$ cat src/hdl/spq_pkg.sv
// Shared constants, operation codes and controller/datapath interface types.
`default_nettype none

package spq_pkg;

  // Queue geometry
  localparam int CAPACITY = 16;
  localparam int CNT_W    = $clog2(CAPACITY + 1);
  localparam int IDX_W    = $clog2(CAPACITY);

  // Payload widths
  localparam int HANDLE_W     = 32;
  localparam int PRIO_W       = 32;
  localparam int FUNC_W       = 2;
  localparam int IN_DATA_W    = ((HANDLE_W + PRIO_W + 7) / 8) * 8;
  localparam int OUT_RAW_W    = HANDLE_W + PRIO_W + CNT_W;
  localparam int OUT_DATA_W   = ((OUT_RAW_W + 7) / 8) * 8;

  // Operation codes
  localparam logic [FUNC_W-1:0] FUNC_INSERT = 2'd0;
  localparam logic [FUNC_W-1:0] FUNC_DELETE = 2'd1;
  localparam logic [FUNC_W-1:0] FUNC_POP    = 2'd2;

  // Commands from the controller
  typedef struct packed {
    logic load;   // capture a new request, rewind the walk index
    logic step;   // advance the walk index by one entry
    logic apply;  // commit the update and load the result register
  } ctrl_cmd_t;

  // Status back to the controller
  typedef struct packed {
    logic stop;      // walk has reached its position
    logic out_free;  // result register can take a new result this cycle
  } dp_sts_t;

endpackage

`default_nettype wire

$ cat src/hdl/stable_priority_queue.sv
// Top level of the stable priority queue of object handles.
`default_nettype none

// Channel    Dir  tdata (low bit up)                        tuser
// s_axis     in   handle_in[31:0], prio_in[63:32]           func[1:0]
// m_axis     out  handle_out[31:0], prio_out[63:32],        ok
//                 fill[68:64], zero pad to 72
//
// Each request passes through three controller states: accept, a walk in which
// the shared comparators check one entry per step until the stop position, and
// an update that shifts the entry cells and loads the result register.
// Reset empties the queue at once; no clearing pass is needed.
// A result waits in its register while the next request is accepted; a
// stalled result only holds the update step of the following request.

module stable_priority_queue (
  input  wire                            clk_i,
  input  wire                            rst_ni,
  input  wire                            s_axis_tvalid_i,
  output logic                           s_axis_tready_o,
  input  wire [spq_pkg::IN_DATA_W-1:0]   s_axis_tdata_i,  // handle_in, prio_in
  input  wire [spq_pkg::FUNC_W-1:0]      s_axis_tuser_i,  // func
  output logic                           m_axis_tvalid_o,
  input  wire                            m_axis_tready_i,
  output logic [spq_pkg::OUT_DATA_W-1:0] m_axis_tdata_o,  // handle_out, prio_out, fill
  output logic                           m_axis_tuser_o   // ok
);

  spq_pkg::ctrl_cmd_t cmd;
  spq_pkg::dp_sts_t   sts;

  spq_ctrl u_ctrl (
    .clk_i      (clk_i),
    .rst_ni     (rst_ni),
    .s_tvalid_i (s_axis_tvalid_i),
    .s_tready_o (s_axis_tready_o),
    .sts_i      (sts),
    .cmd_o      (cmd)
  );

  spq_dp u_dp (
    .clk_i      (clk_i),
    .rst_ni     (rst_ni),
    .cmd_i      (cmd),
    .sts_o      (sts),
    .s_tdata_i  (s_axis_tdata_i),
    .s_tuser_i  (s_axis_tuser_i),
    .m_tvalid_o (m_axis_tvalid_o),
    .m_tready_i (m_axis_tready_i),
    .m_tdata_o  (m_axis_tdata_o),
    .m_tuser_o  (m_axis_tuser_o)
  );

endmodule

`default_nettype wire

$ cat src/hdl/spq_dp.sv
// Datapath: entry cells, walk index, comparator and result register.
`default_nettype none

module spq_dp (
  input  wire                            clk_i,
  input  wire                            rst_ni,
  input  wire spq_pkg::ctrl_cmd_t        cmd_i,
  output spq_pkg::dp_sts_t               sts_o,
  input  wire [spq_pkg::IN_DATA_W-1:0]   s_tdata_i,
  input  wire [spq_pkg::FUNC_W-1:0]      s_tuser_i,
  output logic                           m_tvalid_o,
  input  wire                            m_tready_i,
  output logic [spq_pkg::OUT_DATA_W-1:0] m_tdata_o,
  output logic                           m_tuser_o
);

  localparam int CAP = spq_pkg::CAPACITY;

  // Request registers
  logic [spq_pkg::FUNC_W-1:0]   func_q;
  logic [spq_pkg::HANDLE_W-1:0] handle_q;
  logic [spq_pkg::PRIO_W-1:0]   prio_q;

  // Walk index and fill count
  logic [spq_pkg::CNT_W-1:0] idx_q, idx_d;
  logic [spq_pkg::CNT_W-1:0] count_q, count_d;

  // Entry cells, head at index zero
  logic [spq_pkg::HANDLE_W-1:0] ent_handle_q [CAP];
  logic [spq_pkg::PRIO_W-1:0]   ent_prio_q   [CAP];

  // Result register
  logic                         out_valid_q, out_valid_d;
  logic                         out_ok_q;
  logic [spq_pkg::HANDLE_W-1:0] out_handle_q;
  logic [spq_pkg::PRIO_W-1:0]   out_prio_q;
  logic [spq_pkg::CNT_W-1:0]    out_fill_q;

  logic [spq_pkg::HANDLE_W-1:0] cur_handle;
  logic [spq_pkg::PRIO_W-1:0]   cur_prio;
  logic [spq_pkg::IDX_W-1:0]    pos;
  logic                         at_end, full, null_h;
  logic                         walk_stop;
  logic                         ins_ok, del_ok, pop_ok, shift_l;

  // Look at the entry under the walk index
  assign pos        = idx_q[spq_pkg::IDX_W-1:0];
  assign cur_handle = ent_handle_q[pos];
  assign cur_prio   = ent_prio_q[pos];
  assign at_end     = (idx_q == count_q);
  assign full       = (count_q == spq_pkg::CNT_W'(CAP));
  assign null_h     = (handle_q == '0);

  // Decide where the walk stops
  always_comb begin
    case (func_q)
      spq_pkg::FUNC_INSERT: walk_stop = at_end | null_h | full | (cur_prio < prio_q);
      spq_pkg::FUNC_DELETE: walk_stop = at_end | null_h | (cur_handle == handle_q);
      default:              walk_stop = 1'b1;
    endcase
  end
  assign sts_o = '{stop: walk_stop, out_free: ~out_valid_q | m_tready_i};

  // Outcome of the request at the stop position
  assign ins_ok  = cmd_i.apply & (func_q == spq_pkg::FUNC_INSERT) & ~null_h & ~full;
  assign del_ok  = cmd_i.apply & (func_q == spq_pkg::FUNC_DELETE) & ~null_h & ~at_end;
  assign pop_ok  = cmd_i.apply & (func_q == spq_pkg::FUNC_POP) & (count_q != '0);
  assign shift_l = del_ok | pop_ok;

  always_comb begin
    idx_d = idx_q;
    if (cmd_i.load) begin
      idx_d = '0;
    end else if (cmd_i.step) begin
      idx_d = idx_q + spq_pkg::CNT_W'(1);
    end
    count_d = count_q;
    if (ins_ok) begin
      count_d = count_q + spq_pkg::CNT_W'(1);
    end else if (shift_l) begin
      count_d = count_q - spq_pkg::CNT_W'(1);
    end
    out_valid_d = out_valid_q;
    if (cmd_i.apply) begin
      out_valid_d = 1'b1;
    end else if (m_tready_i) begin
      out_valid_d = 1'b0;
    end
  end

  // Control registers
  always_ff @(posedge clk_i or negedge rst_ni) begin
    if (!rst_ni) begin
      idx_q       <= '0;
      count_q     <= '0;
      out_valid_q <= 1'b0;
    end else begin
      idx_q       <= idx_d;
      count_q     <= count_d;
      out_valid_q <= out_valid_d;
    end
  end

  // Capture the request and the result
  always_ff @(posedge clk_i) begin
    if (cmd_i.load) begin
      func_q   <= s_tuser_i;
      handle_q <= s_tdata_i[spq_pkg::HANDLE_W-1:0];
      prio_q   <= s_tdata_i[spq_pkg::HANDLE_W +: spq_pkg::PRIO_W];
    end
    if (cmd_i.apply) begin
      out_ok_q     <= ins_ok | del_ok | pop_ok;
      out_handle_q <= pop_ok ? ent_handle_q[0] : '0;
      out_prio_q   <= pop_ok ? ent_prio_q[0] : '0;
      out_fill_q   <= count_d;
    end
  end

  // Entry cells: open a gap at the stop position or close it
  for (genvar i = 0; i < CAP; i++) begin : g_cell
    logic [spq_pkg::IDX_W-1:0] my_idx;
    assign my_idx = spq_pkg::IDX_W'(i);

    always_ff @(posedge clk_i) begin
      if (ins_ok && my_idx == pos) begin
        ent_handle_q[i] <= handle_q;
        ent_prio_q[i]   <= prio_q;
      end else if (ins_ok && my_idx > pos) begin
        if (i > 0) begin
          ent_handle_q[i] <= ent_handle_q[(i > 0) ? i - 1 : 0];
          ent_prio_q[i]   <= ent_prio_q[(i > 0) ? i - 1 : 0];
        end
      end else if (shift_l && my_idx >= pos) begin
        if (i < CAP - 1) begin
          ent_handle_q[i] <= ent_handle_q[(i < CAP - 1) ? i + 1 : i];
          ent_prio_q[i]   <= ent_prio_q[(i < CAP - 1) ? i + 1 : i];
        end
      end
    end
  end

  // Drive the result channel
  assign m_tvalid_o = out_valid_q;
  assign m_tuser_o  = out_ok_q;
  assign m_tdata_o  = spq_pkg::OUT_DATA_W'({out_fill_q, out_prio_q, out_handle_q});

endmodule

`default_nettype wire

$ cat src/hdl/spq_ctrl.sv
// Controller: sequences accept, walk and update for each request.
`default_nettype none

module spq_ctrl (
  input  wire                 clk_i,
  input  wire                 rst_ni,
  input  wire                 s_tvalid_i,
  output logic                s_tready_o,
  input  wire spq_pkg::dp_sts_t sts_i,
  output spq_pkg::ctrl_cmd_t  cmd_o
);

  typedef enum logic [1:0] {
    ST_IDLE,
    ST_WALK,
    ST_APPLY
  } state_e;

  state_e state_q, state_d;

  // Next state
  always_comb begin
    state_d = state_q;
    case (state_q)
      ST_IDLE:  if (s_tvalid_i) state_d = ST_WALK;
      ST_WALK:  if (sts_i.stop) state_d = ST_APPLY;
      ST_APPLY: if (sts_i.out_free) state_d = ST_IDLE;
      default:  state_d = ST_IDLE;
    endcase
  end

  // Hold state
  always_ff @(posedge clk_i or negedge rst_ni) begin
    if (!rst_ni) begin
      state_q <= ST_IDLE;
    end else begin
      state_q <= state_d;
    end
  end

  // Issue commands
  assign s_tready_o = (state_q == ST_IDLE);
  assign cmd_o = '{load:  (state_q == ST_IDLE) & s_tvalid_i,
                   step:  (state_q == ST_WALK) & ~sts_i.stop,
                   apply: (state_q == ST_APPLY) & sts_i.out_free};

endmodule

`default_nettype wire

$ cat config.mk
export PLATFORM = sky130hd
export DESIGN_NAME = stable_priority_queue
export DESIGN_NICKNAME = d
export VERILOG_FILES = /design/src/hdl/spq_pkg.sv /design/src/hdl/stable_priority_queue.sv /design/src/hdl/spq_dp.sv /design/src/hdl/spq_ctrl.sv
export SDC_FILE = /design/constraint.sdc
export NUM_CORES = 2
export LEC_CHECK = 0
export BUFFER_PORTS_ARGS = -buffer_cell sky130_fd_sc_hd__buf_2
export CORE_MARGIN = 2
export CORE_UTILIZATION = 40
export DETAILED_ROUTE_END_ITERATION = 10
export PLACE_DENSITY = 0.56
export SYNTH_ARGS = -nofsm -noshare
export SYNTH_HDL_FRONTEND = slang
export SYNTH_SLANG_ARGS = --single-unit
$ cat constraint.sdc
create_clock -name clk_i -period 16.03 [get_ports clk_i]
set_input_delay 3.206 -clock clk_i [delete_from_list [all_inputs] [get_ports clk_i]]
set_output_delay 3.206 -clock clk_i [all_outputs]
set_load 0.05 [all_outputs]
==> impl_metrics.env <==
export IMPL_ys_ff_latch=1173
export IMPL_synth_warnings=0
export IMPL_grt_setup_unrepaired="no"
export IMPL_crit_fanout=44
export IMPL_gr_total_overflow=0
export IMPL_cts_tree="built"
export IMPL_place_gp_congestion=0.895
export IMPL_period_share=0.432
export IMPL_synth_top_family_by_area="multiplexers"
export IMPL_timing_rr_start="u_dp.idx_q[2]$_DFFE_PN0P_"
export IMPL_ant_nets=0
export IMPL_synth_edf_count=1160
export IMPL_crit_family="simple AND/OR/NAND/NOR gates"
export IMPL_post_place_cells=7639
export IMPL_final_nets=5699
export IMPL_crit_chain="buf_2 -> nand2b_1 -> nor2b_4 -> nand2_1 -> nor2_4 -> buf_4 -> nor2_4 -> a21oi_4 -> buf_4"
export IMPL_ioPinCount=145
export IMPL_power_density_nw_per_um2=160
export IMPL_finalPower_mw=11.8
export IMPL_synthSimpleGateAreaFrac=0.0830
export IMPL_synthXorXnorAreaFrac=0.00449
export IMPL_synth_ff_type="edfxtp_1"
export IMPL_fp_row_count=149
export IMPL_cts_root_buf="clkbuf_16"
export IMPL_dp_final_hpwl_um=142000
export IMPL_seq_area_um2=35200
export IMPL_grt_pass1_vias=47500
export IMPL_port_buffers=141
export IMPL_grt_use_total=0.276
export IMPL_die_h_um=411
export IMPL_period_needed_ps=6930
export IMPL_setup_tns_ps=0
export IMPL_clk_latency_ps=830
export IMPL_syn_to_final_growth_pct=10.8
export IMPL_cts_repair_resized=0
export IMPL_cp_num_buf_inv=3
export IMPL_drt_pass1_iter_count=6
export IMPL_multi_input_area_um2=29000
export IMPL_p_leak_nw=28.9
export IMPL_finalSetupViolations=0
export IMPL_reg2reg_to="u_ctrl.state_q[0]$_DFFE_PN0P_"
export IMPL_cts_made_buffers=141
export IMPL_synthAdderAreaFrac=0.00679
export IMPL_path_class="in -> reg"
export IMPL_die_area_um2=169000
export IMPL_hold_end="u_dp.m_tvalid_o$_DFFE_PN0P_"
export IMPL_max_slew_worst_pin_slew_ps=1280
export IMPL_hold_class="reg -> reg"
export IMPL_hold_depth=2
export IMPL_synthMuxAreaShare=0.235
export IMPL_slew_headroom=0.148
export IMPL_cp_required_ps=16440
export IMPL_outcome="finished clean"
export IMPL_htree_levels=4
export IMPL_critical_path_max_stage_delay_ps=840
export IMPL_worst_setup_path_start_kind="input port"
export IMPL_yosys_cell_types_count=81
export IMPL_peakVddDrop_mv=0.175
export IMPL_syn_avg_cell_area_um2=11.6
export IMPL_synth_seq_area_share=0.530
export IMPL_synthArstFlopShare=0.0111
export IMPL_maxCapViolCount=0
export IMPL_crit_arrival_ps=7340
export IMPL_slew_viol_final=0
export IMPL_path_clk_slew_ps=50
export IMPL_hold_buffers=0
export IMPL_synth_compound_area_frac=0.102
export IMPL_setup_ws_ps=9100
export IMPL_syn_cell_area_um2=66300
export IMPL_clockBufferDepth=3
export IMPL_crit_path_top_delay_cell="a21oi_4"
export IMPL_regToRegSetupSlack_ps=9510
export IMPL_antenna_found_initial=5
export IMPL_stdcell_count=7897
export IMPL_hold_start="u_dp.m_tvalid_o$_DFFE_PN0P_"
export IMPL_clock_sinks=1173
export IMPL_n_fill_cell=15400
export IMPL_post_place_ws_ps=8410
export IMPL_grt_max_degree=120
export IMPL_routedWlPerCell_um=30.3
export IMPL_detailroute_via_count=49600
export IMPL_drive_gt1_frac=0.149
export IMPL_first_iter_violations=6121
export IMPL_clock_skew_final_ps=45.4
export IMPL_initial_core_util=0.403
export IMPL_core_um2=165000
export IMPL_syn_inst=5723
export IMPL_grt_pass1_wl_um=343000
export IMPL_endpoint_kind="flip-flop"
export IMPL_fmax_mhz=144
export IMPL_routed_wl_um=240000
export IMPL_avgViaCountPerCell=6.28
export IMPL_die_w_um=411
export IMPL_worst_hold_slack_ps=535
export IMPL_r2r_cells=12
export IMPL_hold_viol_final=0
export IMPL_postCtsSetupRepairBufs=0
export IMPL_drc=0
flip-flops by register name, indices dropped and copies added, names as in the netlist, 2 cells and up:
register	count
u_dp.ent_handle_q	512
u_dp.ent_prio_q	512
u_dp.handle_q	32
u_dp.out_handle_q	32
u_dp.out_prio_q	32
u_dp.prio_q	32
u_dp.count_q	5
u_dp.idx_q	5
u_dp.out_fill_q	5
u_ctrl.state_q	2
u_dp.func_q	2
layout by cell type (no fill, tap or decap), types with 10 or more instances in the layout:
| cell type | count |
|---|---|
| edfxtp_1 | 1160 |
| mux2i_1 | 1039 |
| nand2_1 | 583 |
| a21oi_1 | 504 |
| nor2_1 | 503 |
| o21ai_0 | 414 |
| mux2_2 | 154 |
| buf_4 | 148 |
| mux4_2 | 146 |
| clkbuf_16 | 145 |
| buf_2 | 141 |
| a22oi_1 | 73 |
| and3_1 | 70 |
| o221ai_1 | 62 |
| inv_1 | 45 |
| o22ai_1 | 40 |
| ha_1 | 36 |
| clkinv_1 | 33 |
| clkbuf_1 | 33 |
| nand3_1 | 26 |
| nor3_1 | 19 |
| clkinv_2 | 18 |
| xnor2_1 | 17 |
| xor2_1 | 17 |
| nor4_1 | 14 |
| nand4_1 | 14 |
| a211oi_1 | 12 |
| a221oi_1 | 11 |
| nand2_4 | 10 |
| nor2b_1 | 10 |
logic make-up (layout without fill, tap and decap cells):
family	Yosys count	count (layout)
xor gates and xnor gates	34	34
muxes	1345	1345
AOI/OAI and AO/OA	1196	1196
and+or+nand+nor	1322	1322
buffers and inverters	616	594
other	1	8
adders and majority gates	36	36
DFF	1173	1173
cells in the mapped netlist (all sizes together), types with 4 or more instances:
cell type | count | area, um^2
and3 | 71 | 444
a211oi | 13 | 97.6
a22oi | 73 | 548
nand4 | 14 | 87.6
nor3 | 24 | 120
xor2 | 17 | 149
edfxtp | 1160 | 34800
nand3 | 27 | 135
mux4 | 152 | 3440
a22o | 5 | 43.8
a21o | 5 | 37.5
a2bb2oi | 4 | 35.0
nor4 | 17 | 121
dfrtp | 13 | 325
clkbuf | 417 | 1570
mux2 | 154 | 1730
nand2 | 594 | 2230
mux2i | 1039 | 10400
o221ai | 62 | 543
nor2 | 513 | 1930
nor3b | 5 | 37.5
xnor2 | 17 | 149
o22ai | 40 | 250
a221oi | 11 | 96.3
buf | 148 | 811
and3b | 4 | 35.0
nand2b | 11 | 68.8
ha | 36 | 450
o32ai | 5 | 43.8
a21oi | 510 | 2550
and2 | 6 | 37.5
nor2b | 13 | 81.3
or3 | 4 | 26.3
o21ai | 420 | 2100
a2111oi | 8 | 71.3
o211ai | 8 | 60.1
inv | 48 | 180
worst reg2reg max path, delay by kind of cell, from the launching register on:
family | cells | cell delay (ps)
AOI/OAI and AO/OA | 3 | 1210
DFF | 1 | 660
buffers and inverters | 3 | 2060
and+or+nand+nor | 4 | 1730
muxes | 2 | 710
area by class of cell:
type	count	area share
timing repair buffer	292	0.0255
sequential	1173	0.479
clock buffer	179	0.0513
antenna	5	0.000170
multi-input combinational	3936	0.395
inverter	49	0.00257
clock inverter	74	0.00943
tap	2189	0.0373
per-layer routing:
layer	GRT usage	up-vias	routed length (um)	part of all wire
li1	-	21200	-	-
met5	0	-	0	0
met1	0.381	25300	100000	0.42
met4	0.111	0	10200	0.042
met3	0.0534	498	21600	0.090
met2	0.428	2600	108000	0.45
stage by stage:
step                      instance area [um^2]  utilization
after floorplan                          66300            -
after detailed placement                 69000        0.419
after global routing                     73500        0.446
after CTS                                73500        0.446
after global placement                   69000        0.419
final                                    73500        0.446
where the power goes:
group	total, mW	switching, mW	internal (mW)
combinational	4.28	2.81	1.47
clock	3.21	1.39	1.81
sequential	4.29	0.332	3.96
total	11.8	4.54	7.25
worst max-delay path by stage:
stage	from	endpoint	slack, ps	cells after the start
6_report	m_axis_tready_i	u_dp.ent_handle_q[9][5]$_DFFE_PP_	9100	9
2_1_floorplan	m_axis_tready_i	u_dp.ent_handle_q[2][0]$_DFFE_PP_	2980	7
4_1_cts	m_axis_tready_i	u_dp.ent_handle_q[9][10]$_DFFE_PP_	9210	9
5_1_grt	m_axis_tready_i	u_dp.ent_handle_q[9][10]$_DFFE_PP_	8980	9
3_3_place_gp	m_axis_tready_i	u_dp.ent_handle_q[9][10]$_DFFE_PP_	8450	9
3_5_place_dp	m_axis_tready_i	u_dp.ent_handle_q[9][10]$_DFFE_PP_	8410	9
(Power assumes the default switching activity.)
